==> config.mk <==
export PLATFORM = sky130hd
export DESIGN_NAME = ofc_frame_core
export DESIGN_NICKNAME = d
export VERILOG_FILES = /design/src/rtl/ofc_pkg.sv /design/src/rtl/ofc_frame_core.sv
export SDC_FILE = /design/constraint.sdc
export NUM_CORES = 1
export LEC_CHECK = 0
export ABC_AREA = 1
export ABC_CLOCK_PERIOD_IN_PS = 9480
export BUFFER_PORTS_ARGS = -buffer_cell sky130_fd_sc_hd__buf_4
export CAP_MARGIN = 20
export CORE_UTILIZATION = 30
export CTS_BUF_LIST = sky130_fd_sc_hd__clkbuf_4 sky130_fd_sc_hd__clkbuf_8 sky130_fd_sc_hd__clkbuf_16
export CTS_CLUSTER_DIAMETER = 60
export DETAILED_ROUTE_END_ITERATION = 8
export PLACE_DENSITY = 0.51
export SYNTH_ARGS = -nofsm -noshare
export SYNTH_HDL_FRONTEND = slang
export SYNTH_SLANG_ARGS = --single-unit
==> constraint.sdc <==
create_clock -name clk -period 9.48 [get_ports clk]
set_input_delay 0.474 -clock clk [delete_from_list [all_inputs] [get_ports clk]]
set_output_delay 0.474 -clock clk [all_outputs]
set_load 0.02 [all_outputs]
==> src/rtl/ofc_pkg.sv <==
// ----------------------------------------------------------------------------
// ofc_pkg
// Types, constants and the CRC-8 byte step of the odometry frame checker.
// ----------------------------------------------------------------------------
`timescale 1ns / 1ps

package ofc_pkg;

  // Frame layout
  localparam int FRAME_BYTES = 14;
  localparam int IDX_W       = 4;
  localparam int BYTE_W      = 8;
  localparam int WORD_W      = 16;
  localparam int STATUS_W    = 2;
  localparam int CFG_IDX_W   = 1;
  localparam int CFG_DATA_W  = 8;

  localparam logic [IDX_W-1:0] POS_SYNC   = IDX_W'(0);
  localparam logic [IDX_W-1:0] POS_LEN    = IDX_W'(1);
  localparam logic [IDX_W-1:0] POS_REPLY  = IDX_W'(3);
  localparam logic [IDX_W-1:0] POS_FWD_HI = IDX_W'(4);
  localparam logic [IDX_W-1:0] POS_FWD_LO = IDX_W'(5);
  localparam logic [IDX_W-1:0] POS_LAT_HI = IDX_W'(6);
  localparam logic [IDX_W-1:0] POS_LAT_LO = IDX_W'(7);
  localparam logic [IDX_W-1:0] POS_TRN_HI = IDX_W'(10);
  localparam logic [IDX_W-1:0] POS_TRN_LO = IDX_W'(11);
  localparam logic [IDX_W-1:0] POS_LAST   = IDX_W'(FRAME_BYTES - 1);
  localparam logic [IDX_W-1:0] POS_IDLE   = IDX_W'(0);

  localparam logic [BYTE_W-1:0] LEN_BYTE    = BYTE_W'(FRAME_BYTES);
  localparam logic [BYTE_W-1:0] SYNC_RESET  = 8'h5A;
  localparam logic [BYTE_W-1:0] REPLY_RESET = 8'h12;
  localparam logic [BYTE_W-1:0] CRC_POLY    = 8'h8C;
  localparam logic [BYTE_W-1:0] CRC_INIT    = 8'h00;

  // Register indexes
  localparam logic [CFG_IDX_W-1:0] CFG_SYNC  = 1'b0;
  localparam logic [CFG_IDX_W-1:0] CFG_REPLY = 1'b1;

  // Status codes
  localparam logic [STATUS_W-1:0] ST_OK     = 2'd0;
  localparam logic [STATUS_W-1:0] ST_HEADER = 2'd1;
  localparam logic [STATUS_W-1:0] ST_CRC    = 2'd2;

  // Byte held in the input register
  typedef struct packed {
    logic              valid;
    logic [BYTE_W-1:0] rx_byte;
    logic              frame_start;
  } stage_t;

  // Decoded result of one frame
  typedef struct packed {
    logic [STATUS_W-1:0]    status;
    logic signed [WORD_W-1:0] forward_speed;
    logic signed [WORD_W-1:0] lateral_speed;
    logic signed [WORD_W-1:0] turn_rate;
  } result_t;

  // One byte of reflected CRC-8, polynomial 0x8C
  function automatic logic [BYTE_W-1:0] crc8_step(input logic [BYTE_W-1:0] crc,
                                                  input logic [BYTE_W-1:0] b);
    logic [BYTE_W-1:0] c;
    c = crc ^ b;
    for (int k = 0; k < BYTE_W; k++) begin
      if (c[0]) begin
        c = (c >> 1) ^ CRC_POLY;
      end else begin
        c = c >> 1;
      end
    end
    return c;
  endfunction

endpackage

==> src/rtl/ofc_frame_core.sv <==
// ----------------------------------------------------------------------------
// ofc_frame_core
// Frame state, header checks, CRC step, word capture and result register.
// ----------------------------------------------------------------------------
`timescale 1ns / 1ps

module ofc_frame_core (
  input  logic                           clk,
  input  logic                           rst_n,
  input  logic                           cfg_we,
  input  logic [ofc_pkg::CFG_IDX_W-1:0]  cfg_idx,
  input  logic [ofc_pkg::CFG_DATA_W-1:0] cfg_data,
  input  ofc_pkg::stage_t                stage,
  output logic                           take,
  output logic                           res_valid,
  input  logic                           res_ready,
  output ofc_pkg::result_t               res
);

  localparam int IW = ofc_pkg::IDX_W;
  localparam int BW = ofc_pkg::BYTE_W;
  localparam int WW = ofc_pkg::WORD_W;

  logic [BW-1:0] sync_r, reply_r;
  logic [IW-1:0] idx_r, idx_nxt;
  logic [BW-1:0] crc_r, crc_nxt;
  logic          hdr_r, hdr_nxt;
  logic [WW-1:0] fwd_r, fwd_nxt, lat_r, lat_nxt, trn_r, trn_nxt;
  logic          out_vld_r, out_vld_nxt;
  ofc_pkg::result_t res_r, res_nxt;

  logic          active;
  logic [IW-1:0] pos;
  logic [BW-1:0] crc_base;
  logic          hdr_cur;
  logic [BW-1:0] b;

  // Take a byte when the result register is free or draining
  assign take = stage.valid && (!out_vld_r || res_ready);
  assign b    = stage.rx_byte;

  always_comb begin
    idx_nxt     = idx_r;
    crc_nxt     = crc_r;
    hdr_nxt     = hdr_r;
    fwd_nxt     = fwd_r;
    lat_nxt     = lat_r;
    trn_nxt     = trn_r;
    out_vld_nxt = out_vld_r && !res_ready;
    res_nxt     = res_r;

    active   = stage.frame_start || (idx_r != ofc_pkg::POS_IDLE);
    pos      = stage.frame_start ? ofc_pkg::POS_SYNC : idx_r;
    crc_base = stage.frame_start ? ofc_pkg::CRC_INIT : crc_r;

    // Header checks on sync, length and reply code bytes
    hdr_cur = stage.frame_start ? 1'b0 : hdr_r;
    if (pos == ofc_pkg::POS_SYNC && b != sync_r) begin
      hdr_cur = 1'b1;
    end
    if (pos == ofc_pkg::POS_LEN && b != ofc_pkg::LEN_BYTE) begin
      hdr_cur = 1'b1;
    end
    if (pos == ofc_pkg::POS_REPLY && b != reply_r) begin
      hdr_cur = 1'b1;
    end

    if (take && active) begin
      hdr_nxt = hdr_cur;

      // Capture big-endian velocity words
      case (pos)
        ofc_pkg::POS_FWD_HI: fwd_nxt = {b, fwd_r[BW-1:0]};
        ofc_pkg::POS_FWD_LO: fwd_nxt = {fwd_r[WW-1:BW], b};
        ofc_pkg::POS_LAT_HI: lat_nxt = {b, lat_r[BW-1:0]};
        ofc_pkg::POS_LAT_LO: lat_nxt = {lat_r[WW-1:BW], b};
        ofc_pkg::POS_TRN_HI: trn_nxt = {b, trn_r[BW-1:0]};
        ofc_pkg::POS_TRN_LO: trn_nxt = {trn_r[WW-1:BW], b};
        default: ;
      endcase

      if (pos < ofc_pkg::POS_LAST) begin
        // Advance through the frame body
        crc_nxt = ofc_pkg::crc8_step(crc_base, b);
        idx_nxt = pos + IW'(1);
      end else begin
        // Last byte carries the CRC: issue the result and drop to idle
        idx_nxt     = ofc_pkg::POS_IDLE;
        out_vld_nxt = 1'b1;
        if (hdr_cur) begin
          res_nxt.status = ofc_pkg::ST_HEADER;
        end else if (crc_r != b) begin
          res_nxt.status = ofc_pkg::ST_CRC;
        end else begin
          res_nxt.status = ofc_pkg::ST_OK;
        end
        if (!hdr_cur && crc_r == b) begin
          res_nxt.forward_speed = fwd_r;
          res_nxt.lateral_speed = lat_r;
          res_nxt.turn_rate     = trn_r;
        end else begin
          res_nxt.forward_speed = '0;
          res_nxt.lateral_speed = '0;
          res_nxt.turn_rate     = '0;
        end
      end
    end
  end

  // Configuration registers and control state
  always_ff @(posedge clk) begin
    if (!rst_n) begin
      sync_r    <= ofc_pkg::SYNC_RESET;
      reply_r   <= ofc_pkg::REPLY_RESET;
      idx_r     <= ofc_pkg::POS_IDLE;
      crc_r     <= ofc_pkg::CRC_INIT;
      hdr_r     <= 1'b0;
      out_vld_r <= 1'b0;
    end else begin
      if (cfg_we) begin
        case (cfg_idx)
          ofc_pkg::CFG_SYNC:  sync_r  <= cfg_data;
          ofc_pkg::CFG_REPLY: reply_r <= cfg_data;
          default: ;
        endcase
      end
      idx_r     <= idx_nxt;
      crc_r     <= crc_nxt;
      hdr_r     <= hdr_nxt;
      out_vld_r <= out_vld_nxt;
    end
  end

  // Captured words and result payload
  always_ff @(posedge clk) begin
    fwd_r <= fwd_nxt;
    lat_r <= lat_nxt;
    trn_r <= trn_nxt;
    res_r <= res_nxt;
  end

  assign res_valid = out_vld_r;
  assign res       = res_r;

endmodule

==> flow_metrics.py, run 1 <==
metrics = {
    "place": {
        "gp_congestion": 0.8088,
        "dp_hpwl_um": 8553,
        "io_buffers": 74,
    },
    "global_route": {
        "grt_pass1_wl_um": 19950,
        "grt_pass1_vias": 3894,
        "overflow": 0,
        "grt_start_max_net_pins": 49,
        "antenna_found_initial": 0,
        "grt_usage_pct": 13.30,
    },
    "clocking": {
        "post_cts_buffers": 0,
        "clockRootBuffer": "clkbuf_16",
        "hold_buffers": 0,
        "cts.sinks": 128,
        "cts_resized": 0,
        "cts_tree": "built",
        "numCtsBuffers": 17,
        "cts_max_path_buffers": 2,
        "htreeDepth": 4,
        "path_clk_slew_ns": 0.06,
        "clock_latency_ns": 0.43,
    },
    "cells_and_area": {
        "area_growth_syn_to_layout_pct": 23.61,
        "nFillCells": 1884,
        "drive_gt1_share_pct": 22.16,
        "multi_input_area_mm2": 0.001709,
        "regArea_mm2": 0.003543,
        "nets": 701,
        "antennaDiodeCount": 0,
    },
    "worst_hold_path": {
        "min_from": "cfg_data[4]",
        "min_to": "reply_r[4]",
        "hold_path.class": "in -> reg",
        "holdPathStages": 3,
    },
    "worst_setup_path": {
        "cp.arrival_ns": 2.88,
        "cp_common_cell": "inv_1",
        "endpoint_kind": "register",
        "cp_slowest_stage_delay_ns": 0.89,
        "critPathKind": "reg -> reg",
        "critPathLaunchType": "register",
        "r2r_cells": 7,
        "crit_path_cell_trace": "inv_1, nor2_1, ha_1, inv_1, nor2_2, clkinv_1, nor3_1",
        "reg2reg_from": "idx_r[0]",
        "worst-r2r-setup-slack_ns": 6.64,
        "crit_start": "idx_r[0]",
        "cp_slowest_cell": "nor3_1",
        "cp_max_fo": 9,
        "r2r_end": "trn_r[2]",
        "cp.required_ns": 9.52,
    },
    "timing": {
        "fin_skew_ns": 0.01048,
        "tns_ns": 0,
        "finalMaxSlewViolations": 0,
        "fmax_mhz": 352.6,
        "relSlewSlack_pct": 30.47,
        "finalCriticalPeriod_ns": 2.836,
        "period_share_pct": 29.91,
        "finalSetupViolCount": 0,
        "finalHoldViolCount": 0,
        "grt_setup_unrepaired": "false",
        "worst_pin_slew_ns": 1.035,
    },
    "pwr": {
        "power.total_mw": 1.348,
        "power_leakage_nw": 3.069,
        "p_per_area_mw_per_mm2": 190.1,
        "p_switching_mw": 0.3376,
        "p_int_mw": 1.010,
        "seq_power_share_pct": 45.5,
        "pwr-share-comb_pct": 7.0,
        "p_sw_share_pct": 25.05,
        "p_clk_share_pct": 47.5,
        "ir_drop_uv": 127.2,
    },
    "outcome": {
        "status": "complete, no violations",
    },
    "yosys": {
        "yosysSeqAreaShare_pct": 61.79,
        "synthDistinctLibCells": 32,
        "synth_warnings": 0,
        "synthCells": 593,
        "syn_area_per_cell_um2": 9.670,
        "yosys_most_used_dff": "edfxtp_1",
        "ys_seq_elements": 128,
        "syn_nets": 621,
        "async_reset_ff_share_pct": 0,
        "syn_area_mm2": 0.005734,
        "synth_edf_count": 98,
    },
    "floorplan": {
        "core_area_mm2": 0.01871,
        "dieHeight_um": 140.3,
        "ios": 75,
        "rows": 50,
        "die_w_um": 140.3,
        "start_util_pct": 30.66,
        "dieArea_mm2": 0.01967,
    },
    "drt": {
        "wl_um": 12260,
        "remaining_drc_errors": 0,
        "num_vias": 4014,
        "routedWlPerCell_um": 13.33,
        "vias_per_cell": 4.363,
        "firstDrtPassIters": 4,
        "ant_nets": 0,
        "dr.first_iter.drc_count": 232,
    },
    "run": {
        "drv_cap": 0,
    },
}
==> per-stage QoR <==
step / worst slack [ns] / instance area [um2] / std cells / hold slack [ns] / utilization (%)
after CTS: 6.613 / 7066 / 917 / 0.2571 / 37.77
after global placement: 6.587 / 6487 / 885 / 0.4534 / 34.68
after floorplan: 5.520 / 5734 / 593 / 0.4431 / -
after global routing: 6.371 / 7088 / 920 / 0.2728 / 37.89
final: 6.644 / 7088 / 920 / 0.2786 / 37.89
after detailed placement: 6.397 / 6487 / 885 / 0.4643 / 34.68
==> synthesized netlist by cell type, types with 2 or more instances <==
cell	count	area, um2
buf_2	7	35.03
inv_2	7	26.28
buf_4	4	30.03
nand4_1	7	43.79
xor2_1	13	113.9
or2_2	5	31.28
a22oi_1	3	22.52
o21ai_0	18	90.09
o211ai_1	3	22.52
a21oi_1	10	50.05
clkbuf_1	4	15.01
dfxtp_1	30	600.6
nor2_1	115	431.7
xnor2_1	9	78.83
buf_6	4	45.04
inv_1	89	334.1
edfxtp_1	98	2943
ha_1	5	62.56
nor3_1	8	40.04
nand2_1	92	345.3
nor2_2	23	143.9
nand3_1	28	140.1
nor3_2	2	20.02
==> sequential cells by signal, indices dropped and copies added, names as in the netlist <==
| register | count |
|---|---|
| sync_r | 8 |
| res | 50 |
| idx_r | 4 |
| hdr_r | 1 |
| fwd_r | 16 |
| res_valid | 1 |
| crc_r | 8 |
| trn_r | 16 |
| lat_r | 16 |
| reply_r | 8 |
==> worst max-delay path by stage <==
stage                           to  slack, ns
after global routing      trn_r[2]       6.37
after floorplan             res[0]       5.52
final                     trn_r[2]       6.64
after detailed placement  trn_r[1]       6.40
after CTS                 trn_r[2]       6.61
after global placement    trn_r[0]       6.59
==> metal layers <==
| metal | wire, um | track usage, % | up-vias |
|---|---|---|---|
| li1 | - | - | 2047 |
| met1 | 5810 | 16.95 | 1878 |
| met2 | 5774 | 21.61 | 77 |
| met3 | 533 | 4.034 | 12 |
| met4 | 146 | 4.106 | 0 |
| met5 | 0 | 0 | - |
==> power by group through the flow <==
stage | combinational (mW) | clock [mW] | sequential [mW]
5_1_grt | 0.107 | 0.673 | 0.615
3_5_place_dp | 0.0941 | 0 | 0.625
2_1_floorplan | 0.0681 | 0 | 0.624
6_report | 0.0937 | 0.640 | 0.614
4_1_cts | 0.0945 | 0.652 | 0.613
3_3_place_gp | 0.0927 | 0 | 0.625
==> kinds of logic (layout without fill, tap and decap cells) <==
logic type	Yosys count	after routing	share of synthesized area, %
adder cells (fa/ha/maj)	5	5	1.091
XOR/XNOR	23	23	3.644
flip-flops	128	128	61.79
AND/OR/NAND/NOR	283	283	21.21
AO/OA/AOI/OAI	38	38	3.731
buffers and inverters	116	209	8.531
==> cell usage in the layout, fill, tap and decap left out, types with 2 or more instances in the layout <==
cell        synthesis  layout
or2_2               5       5
xor2_1             13      13
nand4_1             7       7
buf_4               4      77
nand2_1            92      92
inv_6               0       4
dfxtp_1            30      30
o211ai_1            3       3
nor3_1              8       8
xnor2_1             9       9
inv_1              89      89
nor2_1            115     114
nand3_1            28      28
a21oi_1            10      10
clkinv_4            0       3
o21ai_0            18      18
a22oi_1             3       3
nor3_2              2       2
inv_8               0       3
clkbuf_4            0       3
ha_1                5       5
inv_2               7       7
nor2_2             23      23
clkbuf_16           0      17
edfxtp_1           98      98
clkinvlp_4          0       3
==> cell type report <==
cell class                 instances  area share [%]
multi-input combinational        349           24.11
inverter                          97           5.137
clock inverter                    15           2.154
sequential                       128           49.99
timing repair buffer              80           8.473
tap                              234           4.131
clock buffer                      17           6.002
==> critical path: cells and delay by family (launching register included) <==
kind	cells	cell delay [ns]
AND/OR/NAND/NOR	3	1.40
buffers and inverters	3	0.48
flip-flops	1	0.35
adder cells (fa/ha/maj)	1	0.22
Power figures use the tool's default switching activity.
==> run 2, diff against run 1 <==
Settings changed: ABC_CLOCK_PERIOD_IN_PS 9480 to 2760.
Clock period 9.48 ns to 2.76 ns, I/O delays scaled along.
==> flow_metrics.py, run 2 (synthesis results as in run 1) <==
metrics = {
    "outcome": {
        "status": "complete, no violations",
    },
    "worst_setup_path": {
        "cp_common_cell": "inv_1",
        "critPathLaunchType": "register",
        "critPathBufInv": 4,
        "cp_slowest_stage_delay_ns": 0.36,
        "r2r_cells": 8,
        "critPathKind": "reg -> reg",
        "cp_max_fo": 9,
        "crit_family": "simple AND/OR/NAND/NOR gates",
        "cp.depth": 8,
        "crit_path_cell_trace": "inv_1, nor2_1, ha_1, inv_1, nor2_2, clkinv_1, nor3_1, buf_4",
        "cp.required_ns": 2.88,
        "cp_slowest_cell": "dfxtp_1",
        "endpoint_kind": "register",
        "cp.arrival_ns": 2.36,
    },
    "clocking": {
        "cts_tree": "built",
        "cts_max_path_buffers": 2,
        "hold_buffers": 9,
        "clock_latency_ns": 0.42,
        "path_clk_slew_ns": 0.06,
        "numCtsBuffers": 17,
        "clockRootBuffer": "clkbuf_16",
        "htreeDepth": 4,
        "cts.sinks": 128,
        "cts_resized": 0,
        "post_cts_buffers": 0,
    },
    "timing": {
        "setup_slack_ns": 0.5167,
        "grt_setup_unrepaired": "false",
        "fin_skew_ns": 0.01902,
        "finalCriticalPeriod_ns": 2.243,
        "relSlewSlack_pct": 62.09,
        "tns_ns": 0,
        "finalMaxSlewViolations": 0,
        "finalHoldViolCount": 0,
        "fmax_mhz": 445.8,
        "finalSetupViolCount": 0,
        "period_share_pct": 81.28,
        "worst_pin_slew_ns": 0.5665,
    },
    "pwr": {
        "power_leakage_nw": 3.126,
        "ir_drop_uv": 456.5,
        "power.total_mw": 4.537,
        "p_per_area_mw_per_mm2": 629.4,
    },
    "run": {
        "drv_cap": 0,
    },
    "worst_hold_path": {
        "holdPathStages": 2,
        "hold_path.class": "in -> reg",
    },
    "place": {
        "dp_hpwl_um": 8430,
        "placed_area_mm2": 0.006558,
        "gp_congestion": 0.8512,
        "dp_worst_setup_slack_ns": 0.5117,
        "io_buffers": 74,
    },
    "global_route": {
        "antenna_found_initial": 0,
        "use_met1_pct": 16.46,
        "grt_start_max_net_pins": 52,
        "grt_use_met2_pct": 21.47,
        "grt_pass1_wl_um": 19850,
        "grtUsageMet3_pct": 3.966,
        "grt_usage_pct": 13.23,
        "overflow": 0,
        "grt_busiest_layer": "met2",
        "grt_pass1_vias": 4004,
    },
    "drt": {
        "routedWlPerCell_um": 12.87,
        "ant_nets": 0,
        "wl_um": 12000,
        "dr.first_iter.drc_count": 238,
        "num_vias": 4019,
        "firstDrtPassIters": 4,
        "remaining_drc_errors": 0,
        "vias_per_cell": 4.312,
    },
    "cells_and_area": {
        "area_growth_syn_to_layout_pct": 25.70,
        "nFillCells": 1824,
        "drive_gt1_share_pct": 22.06,
        "antennaDiodeCount": 0,
        "final_cell_area_mm2": 0.007208,
        "final_cell_mix": "nor2_1 (114), edfxtp_1 (98), nand2_1 (92)",
        "final_common_cell": "nor2_1",
        "largest_reg_flops": 50,
        "nets": 713,
    },
    "floorplan": {
        "dieArea_mm2": 0.01967,
        "die_w_um": 140.3,
        "rows": 50,
        "start_util_pct": 30.66,
        "dieHeight_um": 140.3,
        "ios": 75,
        "core_area_mm2": 0.01871,
    },
}
-- run 2: cell types whose count changed in the layout (fill, tap and decap cells not counted) --
cell,delta
dlygate4sd3_1,+9
clkbuf_4,-3
inv_6,-1
buf_12,+2
clkinv_1,+1
buf_4,+4
inv_8,-2
clkinv_2,+2
-- run 2: area by class of cell --
| type | instances | area (um2) | share of cell area, % |
|---|---|---|---|
| Clock buffer | 17 | 425.4 | 5.902 |
| Clock inverter | 15 | 135.1 | 1.875 |
| Inverter | 97 | 364.1 | 5.051 |
| Multi-Input combinational cell | 349 | 1709 | 23.71 |
| Sequential cell | 128 | 3543 | 49.16 |
| Tap cell | 234 | 292.8 | 4.062 |
| Timing Repair Buffer | 92 | 738.2 | 10.24 |
-- run 2: per-stage QoR --
step                      instances  hold WS (ns)  util, %
after floorplan                 593        0.2512        -
after global placement          891        0.3651    35.06
after detailed placement        891        0.3652    35.06
after CTS                       932       0.03153    38.54
after global routing            932       0.04582    38.54
final                           932       0.05899    38.54
-- run 2: worst paths after layout --
| check | from | end | slack, ns |
|---|---|---|---|
| hold reg to reg | sync_r[2] | sync_r[2] | 0.48 |
| hold / removal | rst_n | sync_r[1] | 0.06 |
| setup reg to reg | idx_r[1] | trn_r[3] | 0.52 |
| setup / recovery | idx_r[1] | trn_r[3] | 0.52 |
-- run 2: power breakdown --
part | internal (mW) | leakage, nW | switching [mW]
combinational | 0.128 | 1.65 | 0.205
clock | 1.25 | 0.269 | 0.849
sequential | 2.08 | 1.21 | 0.0248
-- run 2: routing by layer --
metal | vias up | wire (um)
met1 | 1838 | 5474
met5 | - | 0
met4 | 0 | 54
met2 | 105 | 5874
li1 | 2070 | -
met3 | 6 | 592
==> run 3, diff against run 2 <==
Settings changed: ABC_CLOCK_PERIOD_IN_PS 2760 to 1800, PLACE_DENSITY 0.51 to 0.53.
Clock period 2.76 ns to 1.8 ns, I/O delays scaled along.
==> flow_metrics.py, run 3 (synthesis results as in run 1) <==
metrics = {
    "floorplan": {
        "start_util_pct": 30.66,
        "rows": 50,
        "dieArea_mm2": 0.01967,
        "core_area_mm2": 0.01871,
        "die_w_um": 140.3,
        "ios": 75,
        "dieHeight_um": 140.3,
    },
    "drt": {
        "vias_per_cell": 4.473,
        "remaining_drc_errors": 0,
        "num_vias": 4348,
        "wl_um": 13590,
        "firstDrtPassIters": 4,
        "dr.first_iter.drc_count": 232,
        "ant_nets": 0,
        "routedWlPerCell_um": 13.98,
    },
    "pwr": {
        "p_per_area_mw_per_mm2": 918.2,
        "ir_drop_uv": 606.9,
        "power_leakage_nw": 3.415,
    },
    "worst_setup_path": {
        "endpoint_kind": "register",
        "critPathKind": "reg -> reg",
        "critPathLaunchType": "register",
        "r2r_cells": 8,
        "cp.required_ns": 2.08,
        "cp_max_fo": 6,
        "cp.arrival_ns": 2.09,
    },
    "cells_and_area": {
        "postLayoutCoreUtil_pct": 42.52,
        "instances_no_fill": 972,
        "largest_reg_flops": 50,
        "antennaDiodeCount": 0,
        "nets": 753,
        "area_growth_syn_to_layout_pct": 38.71,
        "final_cell_mix": "buf_4 (104), nor2_1 (98), edfxtp_1 (98)",
        "final_common_cell": "buf_4",
        "drive_gt1_share_pct": 31.57,
    },
    "clocking": {
        "cts_max_path_buffers": 2,
        "cts.sinks": 128,
        "cts_tree": "built",
        "path_clk_slew_ns": 0.06,
        "htreeDepth": 4,
        "clockRootBuffer": "clkbuf_16",
        "numCtsBuffers": 17,
        "clock_latency_ns": 0.42,
    },
    "timing": {
        "finalHoldViolCount": 0,
        "finalMaxSlewViolations": 0,
        "setup_slack_ns": -0.01558,
        "relSlewSlack_pct": 72.26,
        "tns_ns": -0.07403,
        "fmax_mhz": 550.8,
        "finalSetupViolCount": 9,
        "fin_skew_ns": 0.01360,
        "grt_setup_unrepaired": "true",
        "finalCriticalPeriod_ns": 1.816,
        "worst_pin_slew_ns": 0.4117,
        "period_share_pct": 100.9,
    },
    "global_route": {
        "antenna_found_initial": 0,
        "grt_usage_pct": 13.46,
        "overflow": 0,
        "grt_pass1_vias": 4146,
        "grt_start_max_net_pins": 44,
        "grt_pass1_wl_um": 20100,
    },
    "place": {
        "gp_congestion": 0.8479,
        "dp.cells": 912,
        "io_buffers": 74,
        "dp_hpwl_um": 8858,
        "dp_worst_setup_slack_ns": -0.02343,
    },
    "run": {
        "drv_cap": 0,
    },
    "worst_hold_path": {
        "hold_path.class": "in -> reg",
        "holdPathStages": 3,
    },
    "outcome": {
        "status": "finished with violations",
        "violations": "setup timing",
    },
}
-- run 3: final timing paths --
path / startpoint / end / slack (ns)
min: stage[1] / fwd_r[8] / 0.1
max reg2reg: crc_r[7] / res[0] / -0.02
max: crc_r[7] / res[0] / -0.02
min reg2reg: sync_r[2] / sync_r[2] / 0.47
-- run 3: routing by layer --
metal	part of all wire (%)	GRT usage, %	vias up
met5	0	0	-
met4	1.3	5.495	0
met3	5.3	3.932	13
met2	50	22.89	113
met1	43	15.90	2060
li1	-	-	2162
-- run 3: area by class of cell --
type / instances / area [um2]
Inverter: 97 / 376.6
Multi-Input combinational cell: 349 / 1928
Clock buffer: 18 / 432.9
Fill cell: 1771 / 10750
Tap cell: 234 / 292.8
Timing Repair Buffer: 132 / 1207
Clock inverter: 14 / 163.9
Sequential cell: 128 / 3552
-- run 3: power breakdown --
group          internal [mW]  total [mW]  leakage, nW  switching, mW
Clock                   2.19        3.49        0.285           1.30
Sequential              3.20        3.23         1.21         0.0397
Combinational          0.234       0.579         1.92          0.345
Total                   5.62        7.30         3.42           1.69
-- run 3: critical path, stage by stage, from the launching register on --
cell       delay [ns]
dfxtp_4          0.35
xor2_1           0.15
a21oi_1          0.13
nand3_1          0.16
nor3_4           0.26
nand4_1          0.15
buf_6            0.20
clkbuf_16        0.18
nor2_2           0.08
-- run 3: through the flow --
step | hold WS (ns) | power, mW | instance area (um2)
floorplan | 0.2032 | 3.663 | 5858
global placement | 0.3046 | 3.819 | 6840
detailed placement | 0.3071 | 3.830 | 6840
CTS | 0.09390 | 7.344 | 7629
global route | 0.1087 | 7.568 | 7954
finish | 0.09742 | 7.303 | 7954
-- run 3: what timing repair did --
action,CTS,global route
endpoints found under the setup margin,39,117
resized for setup,6,40
hold buffers,12,0
pin swaps,0,6
hold endpoints to repair,17,0
buffers inserted,1,6
cloned,2,7
